### src/rtl/core/embc_pkg.sv
package embc_pkg;

	localparam int COUNT_WIDTH_DEF = 16;
	localparam int MAG_WIDTH       = 15;
	localparam int MAG_MAX         = 32767;
	localparam int TIMER_WIDTH     = 16;
	localparam int CFG_IDX_WIDTH   = 2;
	localparam int CFG_DATA_WIDTH  = 16;

	localparam logic [TIMER_WIDTH-1:0] TIMEOUT_RESET = 16'd1000;
	localparam logic [1:0]             ENABLE_RESET  = 2'b11;

	// configuration register indexes
	localparam logic [CFG_IDX_WIDTH-1:0] CFG_IDLE_TIMEOUT   = 2'd0;
	localparam logic [CFG_IDX_WIDTH-1:0] CFG_ENCODER_ENABLE = 2'd1;

	// item commands
	localparam logic CMD_EDGE = 1'b0;
	localparam logic CMD_TICK = 1'b1;

	// report sources
	localparam logic [1:0] SRC_NONE = 2'd0;
	localparam logic [1:0] SRC_ENC1 = 2'd1;
	localparam logic [1:0] SRC_ENC2 = 2'd2;

	typedef struct packed {
		logic       cmd;
		logic [1:0] edge_line;
		logic       other_phase_active;
	} item_t;

	typedef struct packed {
		logic                 report_valid;
		logic [1:0]           source;
		logic                 counter_clockwise;
		logic [MAG_WIDTH-1:0] magnitude;
	} result_t;

	typedef struct packed {
		logic    push;
		result_t res;
	} result_push_t;

endpackage

### src/rtl/core/encoder_motion_burst_counter_top.sv
// Motion burst counter for two quadrature encoders.
// Item channel (item_valid/item_ready/item): each item is an edge event
// (cmd = edge) naming one of four encoder lines, or a time tick. Edges on an
// enabled encoder with the opposite phase inactive step its saturating
// counter and restart the idle timer; ticks advance the timer while a burst
// is active.
// Result channel (result_valid/result_ready/result): one report per burst,
// produced on the tick that reaches the idle timeout. Encoder one is reported
// first if nonzero, else encoder two, else an all-zero "no motion" report.
// Config channel (cfg_valid/cfg_ready/cfg_index/cfg_data): index 0 is the
// idle timeout in ticks, index 1 the encoder enable mask. Always ready; write
// only while no item is in flight. Other indexes are dropped.
// An item is registered at acceptance and evaluated while the result queue
// has room; at that edge its report is pushed into the queue, visible from
// then on. Throughput: one item per cycle while that queue has room.
// A two-entry result queue lets items keep flowing while the receiver stalls;
// the input stage holds only when that queue is full.
// Reset (arst_n low): counters, timer and queue clear, timeout returns to
// 1000 ticks and both encoders are enabled.
module encoder_motion_burst_counter_top import embc_pkg::*; #(
	parameter int COUNT_WIDTH = COUNT_WIDTH_DEF
) (
	input  logic                      clk,
	input  logic                      arst_n,
	input  logic                      item_valid,
	output logic                      item_ready,
	input  item_t                     item,
	output logic                      result_valid,
	input  logic                      result_ready,
	output result_t                   result,
	input  logic                      cfg_valid,
	output logic                      cfg_ready,
	input  logic [CFG_IDX_WIDTH-1:0]  cfg_index,
	input  logic [CFG_DATA_WIDTH-1:0] cfg_data
);

	logic         valid_s1;
	item_t        item_s1;
	logic         q_full;
	logic         proc;
	result_push_t push;

	// the s1 item is evaluated whenever the result queue has room
	assign proc       = valid_s1 && !q_full;
	assign item_ready = !valid_s1 || proc;
	assign cfg_ready  = 1'b1;

	always_ff @(posedge clk or negedge arst_n) begin
		if (!arst_n) begin
			valid_s1 <= 1'b0;
		end else if (item_ready) begin
			valid_s1 <= item_valid;
		end
	end

	// payload register, no reset needed
	always_ff @(posedge clk) begin
		if (item_valid && item_ready) begin
			item_s1 <= item;
		end
	end

	embc_core #(
		.COUNT_WIDTH(COUNT_WIDTH)
	) u_core (
		.clk      (clk),
		.arst_n   (arst_n),
		.cfg_valid(cfg_valid && cfg_ready),
		.cfg_index(cfg_index),
		.cfg_data (cfg_data),
		.proc     (proc),
		.item_s1  (item_s1),
		.out_push (push)
	);

	embc_outq u_outq (
		.clk         (clk),
		.arst_n      (arst_n),
		.in_push     (push),
		.full        (q_full),
		.result_valid(result_valid),
		.result_ready(result_ready),
		.result      (result)
	);

`ifndef SYNTHESIS
	// a stalled s1 item must stay put until it is evaluated
	a_s1_hold: assert property (@(posedge clk) disable iff (!arst_n)
		(valid_s1 && !proc) |=> (valid_s1 && $stable(item_s1)))
		else $error("s1 item lost or changed while stalled");

	// no report may be written into a full queue
	a_no_overflow: assert property (@(posedge clk) disable iff (!arst_n)
		push.push |-> !q_full)
		else $error("result queue overflow");

	// a pushed report shows up on the result channel next cycle
	a_push_visible: assert property (@(posedge clk) disable iff (!arst_n)
		push.push |=> result_valid)
		else $error("pushed report not visible");

	// reports only come from ticks
	a_tick_only: assert property (@(posedge clk) disable iff (!arst_n)
		push.push |-> (item_s1.cmd == CMD_TICK))
		else $error("report produced by an edge item");
`endif

endmodule

### src/rtl/core/embc_core.sv
module embc_core import embc_pkg::*; #(
	parameter int COUNT_WIDTH = COUNT_WIDTH_DEF
) (
	input  logic                      clk,
	input  logic                      arst_n,
	input  logic                      cfg_valid,
	input  logic [CFG_IDX_WIDTH-1:0]  cfg_index,
	input  logic [CFG_DATA_WIDTH-1:0] cfg_data,
	input  logic                      proc,
	input  item_t                     item_s1,
	output result_push_t              out_push
);

	localparam int EXT_WIDTH = (COUNT_WIDTH > MAG_WIDTH) ? COUNT_WIDTH : MAG_WIDTH + 1;
	localparam logic signed [COUNT_WIDTH-1:0] CNT_POS = {1'b0, {(COUNT_WIDTH-1){1'b1}}};
	localparam logic signed [COUNT_WIDTH-1:0] CNT_NEG = -CNT_POS;

	logic [TIMER_WIDTH-1:0]          timeout_q;
	logic [1:0]                      enable_q;
	logic signed [COUNT_WIDTH-1:0]   count_one_q, count_two_q;
	logic                            burst_q;
	logic [TIMER_WIDTH-1:0]          timer_q;

	logic                            second, up, accept_edge, is_tick, timeout_hit;
	logic signed [COUNT_WIDTH-1:0]   sel_cnt, bumped, rep_cnt, abs_cnt;
	logic [TIMER_WIDTH-1:0]          timer_inc, eff_timeout;
	logic [EXT_WIDTH-1:0]            abs_ext;
	logic                            one_nz, two_nz;

	always_comb begin
		second      = item_s1.edge_line[1];
		up          = item_s1.edge_line[0];
		accept_edge = (item_s1.cmd == CMD_EDGE) && enable_q[second] &&
			!item_s1.other_phase_active;
		is_tick     = (item_s1.cmd == CMD_TICK) && burst_q;

		sel_cnt = second ? count_two_q : count_one_q;
		if (up) begin
			bumped = (sel_cnt != CNT_POS) ? sel_cnt + 1'b1 : sel_cnt;
		end else begin
			bumped = (sel_cnt != CNT_NEG) ? sel_cnt - 1'b1 : sel_cnt;
		end

		timer_inc   = (timer_q != '1) ? timer_q + 1'b1 : timer_q;
		eff_timeout = (timeout_q == '0) ? TIMER_WIDTH'(1) : timeout_q;
		timeout_hit = is_tick && (timer_inc >= eff_timeout);

		one_nz  = (count_one_q != '0);
		two_nz  = (count_two_q != '0);
		rep_cnt = one_nz ? count_one_q : count_two_q;
		// counters never reach the most negative code, so negation is safe
		abs_cnt = rep_cnt[COUNT_WIDTH-1] ? -rep_cnt : rep_cnt;
		abs_ext = EXT_WIDTH'($unsigned(abs_cnt));

		out_push.push = proc && timeout_hit;
		if (one_nz || two_nz) begin
			out_push.res.report_valid      = 1'b1;
			out_push.res.source            = one_nz ? SRC_ENC1 : SRC_ENC2;
			out_push.res.counter_clockwise = !rep_cnt[COUNT_WIDTH-1];
			out_push.res.magnitude         = (abs_ext > EXT_WIDTH'(MAG_MAX)) ?
				MAG_WIDTH'(MAG_MAX) : abs_ext[MAG_WIDTH-1:0];
		end else begin
			out_push.res.report_valid      = 1'b0;
			out_push.res.source            = SRC_NONE;
			out_push.res.counter_clockwise = 1'b0;
			out_push.res.magnitude         = '0;
		end
	end

	always_ff @(posedge clk or negedge arst_n) begin
		if (!arst_n) begin
			timeout_q   <= TIMEOUT_RESET;
			enable_q    <= ENABLE_RESET;
			count_one_q <= '0;
			count_two_q <= '0;
			burst_q     <= 1'b0;
			timer_q     <= '0;
		end else begin
			if (cfg_valid) begin
				case (cfg_index)
					CFG_IDLE_TIMEOUT:   timeout_q <= cfg_data;
					CFG_ENCODER_ENABLE: enable_q  <= cfg_data[1:0];
					default: ;
				endcase
			end
			if (proc && accept_edge) begin
				if (second) begin
					count_two_q <= bumped;
				end else begin
					count_one_q <= bumped;
				end
				burst_q <= 1'b1;
				timer_q <= '0;
			end else if (proc && is_tick) begin
				if (timeout_hit) begin
					burst_q <= 1'b0;
					timer_q <= '0;
					if (one_nz) begin
						count_one_q <= '0;
					end else if (two_nz) begin
						count_two_q <= '0;
					end
				end else begin
					timer_q <= timer_inc;
				end
			end
		end
	end

endmodule

### src/rtl/core/embc_outq.sv
module embc_outq import embc_pkg::*; (
	input  logic         clk,
	input  logic         arst_n,
	input  result_push_t in_push,
	output logic         full,
	output logic         result_valid,
	input  logic         result_ready,
	output result_t      result
);

	result_t    ent_q [2];
	logic       wr_ptr_q, rd_ptr_q;
	logic [1:0] count_q;
	logic       pop;

	assign full         = (count_q == 2'd2);
	assign result_valid = (count_q != 2'd0);
	assign result       = ent_q[rd_ptr_q];
	assign pop          = result_valid && result_ready;

	always_ff @(posedge clk) begin
		if (in_push.push) begin
			ent_q[wr_ptr_q] <= in_push.res;
		end
	end

	always_ff @(posedge clk or negedge arst_n) begin
		if (!arst_n) begin
			wr_ptr_q <= 1'b0;
			rd_ptr_q <= 1'b0;
			count_q  <= 2'd0;
		end else begin
			if (in_push.push) begin
				wr_ptr_q <= !wr_ptr_q;
			end
			if (pop) begin
				rd_ptr_q <= !rd_ptr_q;
			end
			case ({in_push.push, pop})
				2'b10:   count_q <= count_q + 2'd1;
				2'b01:   count_q <= count_q - 2'd1;
				default: count_q <= count_q;
			endcase
		end
	end

endmodule

### config.mk
export PLATFORM = sky130hd
export DESIGN_NAME = encoder_motion_burst_counter_top
export DESIGN_NICKNAME = d
export VERILOG_FILES = /design/src/rtl/core/embc_pkg.sv /design/src/rtl/core/encoder_motion_burst_counter_top.sv /design/src/rtl/core/embc_core.sv /design/src/rtl/core/embc_outq.sv
export SDC_FILE = /design/constraint.sdc
export NUM_CORES = 1
export LEC_CHECK = 0
export BUFFER_PORTS_ARGS = -buffer_cell sky130_fd_sc_hd__buf_2
export CAP_MARGIN = 10
export CORE_ASPECT_RATIO = 0.8
export CORE_MARGIN = 1.5
export CORE_UTILIZATION = 38
export CTS_BUF_LIST = sky130_fd_sc_hd__clkbuf_8
export DETAILED_ROUTE_END_ITERATION = 12
export HOLD_SLACK_MARGIN = 0.08
export PLACE_DENSITY_LB_ADDON = 0.12
export SLEW_MARGIN = 20
export SYNTH_ARGS = -nofsm -noshare
export SYNTH_HDL_FRONTEND = slang
export SYNTH_SLANG_ARGS = --single-unit
### constraint.sdc
create_clock -name clk -period 6.6 [get_ports clk]
set_input_delay 0.33 -clock clk [delete_from_list [all_inputs] [get_ports clk]]
set_output_delay 0.33 -clock clk [all_outputs]
set_load 0.1 [all_outputs]
# After elaboration in Yosys (flattened, before gate mapping)
# Memories as Yosys holds them, arrays and structs flattened.
# Cells that the tools add are included.
[word_totals]
ff_bits = 76
mem_bits_rw = 38
input_bits = 27
wordCells = 100
n_memories = 1
[classes]
n_addsub = 6
magnitude_cmp = 3
eq_ne = 10
mux = 33
bitwise = 1
reduce_logical = 33
[mem_list]
columns = ["name", "words", "word_bits", "read_ports", "rd_ports_with_merged_regs", "write_ports", "line_no", "rtl"]
rows = [
  ["u_outq.ent_q", 2, 19, 1, 0, 1, "embc_outq.sv:11", "result_t ent_q [2];"],
]
[ops]
columns = ["op", "n"]
rows = [
  ["$mux 16", 22],
  ["$ne 16x16->1 const B", 3],
  ["$add 16x1->16 const B", 2],
  ["$reduce_bool 16->1", 2],
  ["$mux 19", 1],
  ["$ge 16x16->1", 1],
  ["$gt 16x15->1 const B", 1],
  ["$logic_not 16->1", 1],
  ["$neg 16->16", 1],
  ["$sub 16x1->16 const B", 1],
  ["$mux 15", 1],
  ["$reduce_bool 2->1", 6],
  ["$logic_and 1x1->1", 10],
  ["$mux 1", 7],
  ["$logic_not 1->1", 6],
  ["$ne 2x2->1 const B", 3],
  ["$reduce_and 2->1", 3],
  ["$reduce_and 5->1", 1],
  ["$eq 2x1->1 const B", 2],
  ["$eq 2x2->1 const B", 2],
  ["$pmux 2 s2", 1],
  ["$reduce_and 4->1", 1],
  ["$add 2x1->2 const B", 1],
  ["$logic_not 2->1", 1],
  ["5 further kinds", 6],
]

# Logic depth before layout (Yosys ltp)
# Gate-level depths: netlist (run 1).
[depth]
word_depth = 7
ltp_mapped = 19
mapped_depth_nobuf = 17

# Modules after synthesis
# Synthesis (run 1) repeated with hierarchy kept, for this count alone.
[unflattened]
cells_unflattened = 757
area_unflattened_um2 = 7315.8
[by_module_without_submodules]
columns = ["module", "instances", "cells_each", "area_each_um2"]
rows = [
  ["embc_core", 1, 670, 5569.1],
  ["embc_outq", 1, 76, 1565.3],
  ["encoder_motion_burst_counter_top", 1, 11, 181.4],
]

# Least setup slack after synthesis (run 1)
# Ideal clock, no wire load.
[synth_path]
kind = "register -> register"
start = "register u_core.timer_q[2]"
end = "memory u_outq.ent_q[0][0] (netlist name), enable pin"
setup_ns = 0.395
t_arrival_ns = 4.110
t_required_ns = 6.205
slack_ns = 2.096
path_stages_with_launch = 14
period_less_slack_ns = 4.504
path_cell_list = "dfrtp_1 nand2_1 nor4_2 or3b_2 clkbuf_1 mux2_2 ha_1 a211oi_1 o21a_1 o211ai_1 and2_0 clkbuf_1 nand2_1 nor2_1"
[synth_between]
elab_chain_len = 7
word_cells_on_any_way = 8
[synth_rtl]
columns = ["element", "line_no", "rtl"]
rows = [
  ["from (decl)", "embc_core.sv:22", "logic [TIMER_WIDTH-1:0] timer_q;"],
  ["from (signal assigned)", "embc_core.sv:104", "timer_q <= timer_inc;"],
  ["$add 16x1->16 or $ne 16x16->1 (tied branches)", "embc_core.sv:44", "timer_inc = (timer_q != '1) ? timer_q + 1'b1 : timer_q;"],
  ["$mux 16 *", "embc_core.sv:44", ""],
  ["$ge 16x16->1 *", "embc_core.sv:46", "timeout_hit = is_tick && (timer_inc >= eff_timeout);"],
  ["$logic_and 1x1->1 *", "embc_core.sv:46", ""],
  ["$logic_and 1x1->1 *", "embc_core.sv:55", "out_push.push = proc && timeout_hit;"],
  ["$mux 1 *", "embc_outq.sv:22", "if (in_push.push) begin"],
  ["$mux 1 (not written as such) *", "embc_outq.sv:23", "ent_q[wr_ptr_q] <= in_push.res;"],
  ["to (decl)", "embc_outq.sv:11", ""],
]
# Every way passes the cells marked *; elsewhere a longest branch is shown, timed or not.

# Final worst setup path (run 1)
[layout_path]
start = "register u_core.timer_q[2]"
end = "register u_core.count_two_q[4]"
[layout_between]
elab_chain_len = 6
word_cells_on_any_way = 7
[layout_rtl]
columns = ["element", "line_no", "rtl"]
rows = [
  ["$add 16x1->16 or $ne 16x16->1 (tied branches)", "embc_core.sv:44", ""],
  ["$mux 16 *", "embc_core.sv:44", ""],
  ["$ge 16x16->1 *", "embc_core.sv:46", ""],
  ["$logic_and 1x1->1 *", "embc_core.sv:46", ""],
  ["$reduce_bool 2->1 (no line) *", "-", ""],
  ["$reduce_and 5->1 (no line) *", "-", ""],
  ["to (signal assigned)", "embc_core.sv:88", "count_two_q <= bumped;"],
  ["to (decl)", "embc_core.sv:20", "logic signed [COUNT_WIDTH-1:0] count_one_q, count_two_q;"],
]
# Marks and branches as above.
# A chain may end at the register's enable or synchronous reset.

==> run summary, run 1 <==
outcome = finished clean
area of the die = 0.0197 sq mm
setup tns final = 0 ns
antenna violations before repair = 0
worst setup margin = 1.52 ns
# rows = 44
worst-margin pin slew = 1.01 ns
commonest non-fill, non-tap cell in the layout = nand2_1
Root Buffer = clkbuf_8
pre-CTS setup slack = 1.50 ns
CTS Buf Count = 17
Avg Cell Area, Syn = 9.91 sq um
# fillers = 1819
Clock transition at path regs = 0.08 ns
commonest non-fill, non-tap cells in the layout = nand2_1, dfrtp_1, buf_2
port bufs = 47
Max VDD drop = 0.193 mV
Clock Skew = 0.0149 ns
number of synthesized flops with an enable pin = 42
Worst Setup Start Kind = register
critical path type = register to register
RSZ-0062 raised after global routing = false
max-cap violations = 0
count of cell types in the netlist = 79
hold slack final = 0.0941 ns
crit path time final = 5.08 ns
crit end category = register
Slowest-stage cell, CP = a32oi_4
total chip power = 2.67 mW
IO Count = 49
Cells after DPL = 990
DR vias = 5801
Async S/R FF share, synth = 0.632
routed len/inst = 17.7 um
worst path cell trace = nand2_1 > nor4_2 > or3b_2 > nand2_1 > nor4_1 > or2_2 > ha_1 > a21oi_1 > nor2_1 > a2111oi_1 > o211ai_1 > and2_0 > a32oi_4 > mux2_2
Fin. Hold Viols = 0
Detailed Route WL = 18400 um
DRT Pass-1 Iters = 5
Max-slew headroom = 0.315
CP Max Fanout = 16
Post-DRT Antenna Nets = 0
area of the core = 0.0183 sq mm
vias in the first global route = 5696
largest net degree at the start of global routing = 73
ANT cells = 0
CP delay by family, top = simple AND/OR/NAND/NOR gates
H-tree depth = 4
multi-input logic area = 0.00378 sq mm
CP arrival = 5.42 ns
CTS max path bufs = 2
first-pass GRT wire length = 30100 um
nets = 825
gpl congestion = 0.887
fin util = 0.446
Post-Syn Nets = 771
register area share after synthesis = 0.430
worst hold path class = input pin to asynchronous set/reset pin
post-DR vias/cell = 5.57
FF+latch count, synth = 114
register area = 0.00307 sq mm
Remaining Overflow, GRT = 0
Ys Warns = 0
DRC = 0
most frequent cell on the critical path = nand2_1
GRT Util Overall = 0.197
fin crit share = 0.770
Fmax = 197 MHz
LEAKAGE = 3.42 nW
Initial Util = 0.391
DP HPWL = 13100 um
TritonCTS clock tree = built
Worst R2R Path Depth = 14
DP Area = 0.00759 sq mm
slowest stage delay, CP = 0.78 ns
Synth Instances = 722
R2R setup slack = 1.52 ns
Clk Latency, worst-skew pair = 0.46 ns
Post-CTS Setup Bufs = 0
initial drt markers = 454
RR Endpoint = u_core.count_two_q[4]$_DFFE_PN0P_
Crit path required time = 6.94 ns
fin cells = 1042
WP buf/inv = 0
Die Y-Extent = 126 um
Setup-failing EPs final = 0
design area = 0.00815 sq mm
synthesized area = 0.00715 sq mm
Area growth syn-to-layout = 13.9%
layout cell share with drive strength beyond 1 = 0.198
Slew Limit Fails = 0
Horiz. Die Dim = 156 um
ys flop type = dfrtp_1
RR Startpoint = u_core.timer_q[2]$_DFFE_PN0P_
clock net sink count = 114
Pwr per Cell Area = 328 mW/mm^2
worst register-to-register path, cell delays in order, from the launching register on:
cell,delay [ns]
dfrtp_1,0.44
nand2_1,0.17
nor4_2,0.54
or3b_2,0.65
nand2_1,0.23
nor4_1,0.08
or2_2,0.28
ha_1,0.19
a21oi_1,0.12
nor2_1,0.07
a2111oi_1,0.45
o211ai_1,0.18
and2_0,0.36
a32oi_4,0.78
mux2_2,0.42
layout make-up:
class,instances,area share
Multi-Input combinational cell,536,0.464
Clock buffer,18,0.0304
Sequential cell,114,0.377
Tap cell,253,0.0388
Clock inverter,14,0.0144
Timing Repair Buffer,74,0.0599
Inverter,33,0.0152
how the worst max path moves through the flow:
stage / to / slack [ns] / depth (start not counted) / startpoint
after floorplan: u_outq.ent_q[0][0]$_DFFE_PP_ / 2.10 / 13 / u_core.timer_q[2]$_DFFE_PN0P_
after global placement: u_core.count_two_q[4]$_DFFE_PN0P_ / 1.69 / 14 / u_core.timer_q[2]$_DFFE_PN0P_
after detailed placement: u_core.count_two_q[4]$_DFFE_PN0P_ / 1.50 / 14 / u_core.timer_q[5]$_DFFE_PN0P_
after CTS: u_core.count_two_q[4]$_DFFE_PN0P_ / 1.47 / 14 / u_core.timer_q[2]$_DFFE_PN0P_
after global routing: u_core.count_two_q[5]$_DFFE_PN0P_ / 1.04 / 14 / u_core.timer_q[3]$_DFFE_PN0P_
final: u_core.count_two_q[4]$_DFFE_PN0P_ / 1.52 / 14 / u_core.timer_q[2]$_DFFE_PN0P_
flip-flops by register name, summed over array words and instances (netlist names):
name,count
item_s1,4
u_outq.wr_ptr_q,1
u_core.burst_q,1
u_core.count_one_q,16
u_core.timer_q,16
u_outq.count_q,2
u_outq.rd_ptr_q,1
u_core.timeout_q,16
u_core.enable_q,2
u_core.count_two_q,16
u_outq.ent_q,38
valid_s1,1
report_power, final:
| part | total, mW | switching [mW] | internal (mW) | leakage [nW] |
|---|---|---|---|---|
| sequential | 0.944 | 0.114 | 0.831 | 1.31 |
| clock | 0.619 | 0.338 | 0.281 | 0.186 |
| combinational | 1.11 | 0.762 | 0.348 | 1.93 |
cells in the mapped netlist (all sizes together), types with 13 or more instances:
| cell type | instances | area [sq um] |
|---|---|---|
| nand2 | 68 | 255 |
| dfrtp | 64 | 1600 |
| xnor2 | 17 | 149 |
| mux2 | 50 | 563 |
| ha | 22 | 275 |
| xor2 | 15 | 131 |
| inv | 33 | 124 |
| nand3 | 14 | 70.1 |
| buf | 13 | 80.1 |
| nand4 | 15 | 93.8 |
| mux2i | 28 | 284 |
| nor4 | 22 | 150 |
| o21ai | 41 | 205 |
| nor2 | 47 | 179 |
| edfxtp | 42 | 1260 |
| clkbuf | 26 | 97.6 |
| nor3 | 21 | 126 |
| a21oi | 45 | 225 |
cell families after synthesis:
family,count (synthesis),share of synthesized area
AOI/OAI and AO/OA,165,0.155
xor gates and xnor gates,32,0.0392
adders and majority gates,22,0.0385
buffers and inverters,72,0.0421
DFF,114,0.430
muxes,78,0.118
other,1,0.000524
and+or+nand+nor,238,0.177
repair_timing:
action | 4_1_cts | 5_1_grt
hold endpoints to repair | 20 | 0
gates resized for setup | 0 | 0
hold buffers | 20 | 0
routing by layer:
metal	GRT usage	wire length, um	vias to the layer above
met1	0.302	9590	2832
met5	0	0	-
met3	0.0434	1000	18
met4	0.0594	223	0
li1	-	-	2784
met2	0.276	7620	167
Note: power is estimated with default switching activity, not from simulation.
==> inputs of run 2 (changes only) <==
Clock period 6.6 ns to 5.2 ns, I/O delays scaled along.
==> run 2 against run 1 <==
Clock power is 36% higher. Worst hold slack improved by 0.059 ns. Clock skew increased by 0.0013 ns. Critical path depth stayed put. Count of clock-buffer cells in the layout down 1. Flip-flop and latch count unchanged. Critical endpoint is now u_core.count_one_q[2]$_DFFE_PN0P_. Largest power group unchanged. Highest routed layer unchanged.
==> run summary, run 2 (synthesis gave the netlist of run 1 again) <==
crit path time final = 4.72 ns (-0.362 ns)
DP Area = 0.00762 sq mm (+0.49%)
setup tns final = 0 ns (unchanged)
critical path type = register to register
CTS Buf Count = 17 (unchanged)
layout cell share with drive strength beyond 1 = 0.201 (+0.00329)
CP delay by family, top = simple AND/OR/NAND/NOR gates
Remaining Overflow, GRT = 0 (unchanged)
Comb pwr share = 0.411 (-0.004)
H-tree depth = 4 (unchanged)
Die Y-Extent = 126 um (unchanged)
commonest non-fill, non-tap cell in the layout = nand2_1
worst path cell trace = nand2_1 > nor4_2 > or3b_2 > nand2_1 > nor4_1 > or2_2 > ha_1 > a21oi_1 > nor2_1 > a2111oi_1 > o211ai_1 > and2_0 > a31oi_4 > mux2_2
Clock transition at path regs = 0.08 ns (about the same)
ANT cells = 0 (unchanged)
commonest non-fill, non-tap cells in the layout = nand2_1, dfrtp_1, buf_2
post-DR vias/cell = 5.63 (+1.1%)
design area = 0.00823 sq mm (+1.0%)
max reg flops = 38 (unchanged)
register area = 0.00307 sq mm (unchanged)
fin cells = 1049 (+0.67%)
Switching Share = 0.440 (-0.0145)
fin crit share = 0.908 (+0.138)
Net Switching = 1.52 mW (+25%)
gpl congestion = 0.893 (+0.62%)
Initial Util = 0.391 (unchanged)
worst hold path class = input pin to register
port bufs = 47 (unchanged)
slowest stage delay, CP = 0.64 ns (-0.14 ns)
WP buf/inv = 0 (unchanged)
area of the core = 0.0183 sq mm (unchanged)
Area growth syn-to-layout = 15.1%
Cells after DPL = 995 (+0.51%)
RSZ-0062 raised after global routing = false
initial drt markers = 400 (-12%)
Setup-failing EPs final = 0 (unchanged)
max-cap violations = 0 (unchanged)
power share of the sequential group = 0.346 (-0.007)
Max VDD drop = 0.364 mV (+89%)
Worst Setup Start Kind = register
Clk Latency, worst-skew pair = 0.44 ns (-0.02 ns)
Detailed Route WL = 18300 um (-0.46%)
outcome = finished clean
Clock Power Share = 0.243 (+0.012)
Slew Limit Fails = 0 (unchanged)
Slowest-stage cell, CP = a31oi_4
IO Count = 49 (unchanged)
clock net sink count = 114 (unchanged)
Root Buffer = clkbuf_8
CP Max Fanout = 14 (-2)
CTS max path bufs = 2 (unchanged)
routed len/inst = 17.5 um (-1.1%)
Post-DRT Antenna Nets = 0 (unchanged)
crit end category = register
Horiz. Die Dim = 156 um (unchanged)
Fin. Hold Viols = 0 (unchanged)
first-pass GRT wire length = 29800 um (-0.92%)
total chip power = 3.46 mW (+29%)
DRC = 0 (unchanged)
vias in the first global route = 5632 (-1.1%)
worst-margin pin slew = 0.948 ns (-0.0666 ns)
DR vias = 5906 (+1.8%)
Clock Skew = 0.0163 ns (+0.00133 ns)
Int Power = 1.94 mW (+33%)
pre-CTS setup slack = 0.524 ns (-0.974 ns)
# fillers = 1765 (-3.0%)
DP HPWL = 13200 um (+0.59%)
most frequent cell on the critical path = nand2_1
Pwr per Cell Area = 420 mW/mm^2 (+28%)
Max-slew headroom = 0.360 (+0.0450)
largest register by flop count = u_outq.ent_q
TritonCTS clock tree = built
min-delay src = result_ready
Fmax = 212 MHz (+7.7%)
largest net degree at the start of global routing = 73 (unchanged)
nets = 832 (+0.85%)
worst setup margin = 0.478 ns (-1.04 ns)
CP arrival = 5.04 ns (-0.38 ns)
area of the die = 0.0197 sq mm (unchanged)
LEAKAGE = 3.47 nW (+1.4%)
Crit path required time = 5.52 ns (-1.42 ns)
multi-input logic area = 0.00378 sq mm (unchanged)
GRT Util Overall = 0.194 (-0.00343)
DRT Pass-1 Iters = 5 (unchanged)
Critical Path Start = u_core.timer_q[2]$_DFFE_PN0P_
# rows = 44 (unchanged)
antenna violations before repair = 0 (unchanged)
RR Startpoint = u_core.timer_q[2]$_DFFE_PN0P_
-- run 2: cell count changes in the layout (fill, tap and decap cells not counted), moves of 2 or more --
| cell | previous run | this run |
|---|---|---|
| buf_4 | 7 | 12 |
| clkinv_2 | 0 | 2 |
| inv_8 | 2 | 0 |
| dlygate4sd3_1 | 20 | 22 |
| bufinv_16 | 0 | 2 |
-- run 2: path summary, 6_finish.rpt --
| check | to | slack [ns] | cells past startpoint |
|---|---|---|---|
| worst min-delay path | u_outq.rd_ptr_q$_DFFE_PN0P_ | 0.15 | 3 |
| max in group asynchronous | u_core.count_two_q[6]$_DFFE_PN0P_ | 3.99 | 3 |
| worst max-delay path | u_core.count_one_q[2]$_DFFE_PN0P_ | 0.48 | 14 |
| worst max register to register | u_core.count_one_q[2]$_DFFE_PN0P_ | 0.48 | 14 |
| worst min register to register | u_core.timer_q[7]$_DFFE_PN0P_ | 0.50 | 1 |
| min in group asynchronous | u_core.timeout_q[14]$_DFFE_PN0P_ | 0.57 | 3 |
-- run 2: per-layer routing --
metal | wire (um) | GRT usage | part of all wire
met1 | 9130 | 0.294 | 0.50
met2 | 7800 | 0.276 | 0.43
met3 | 1220 | 0.0430 | 0.066
met4 | 193 | 0.0521 | 0.011
met5 | 0 | 0 | 0
-- run 2: cell type report --
| cell class | count | area share |
|---|---|---|
| Multi-Input combinational cell | 536 | 0.460 |
| Clock buffer | 17 | 0.0284 |
| Tap cell | 253 | 0.0384 |
| Clock inverter | 15 | 0.0188 |
| Timing Repair Buffer | 81 | 0.0663 |
| Sequential cell | 114 | 0.373 |
| Inverter | 33 | 0.0150 |
-- run 2: repair_timing --
item / CTS / global route
hold endpoints to repair: 43 / 0
endpoints found under the setup margin: 0 / 0
hold buffers: 22 / 0
gates resized for setup: 0 / 0
setup buffers: 0 / 0
-- run 2: stage by stage --
| stage | hold slack, ns | utilization |
|---|---|---|
| global placement | 0.438 | 0.417 |
| CTS | 0.120 | 0.450 |
| floorplan | -0.0356 | - |
| global route | 0.161 | 0.450 |
| detailed placement | 0.438 | 0.417 |
| finish | 0.153 | 0.450 |
-- run 2: worst min-delay path: cells and delay by family --
| family | cells | cell delay, ns |
|---|---|---|
| AND/OR/NAND/NOR | 1 | 0.15 |
| XOR/XNOR | 1 | 0.07 |
| buffers and inverters | 1 | 0.07 |
-- run 2: power groups by stage --
stage                     sequential (mW)  clock [mW]  combinational, mW
after floorplan                      1.13           0               1.14
after global placement               1.21           0               1.37
after detailed placement             1.21           0               1.39
after CTS                            1.20       0.864               1.41
after global routing                 1.22       0.903               1.52
final                                1.20       0.841               1.42
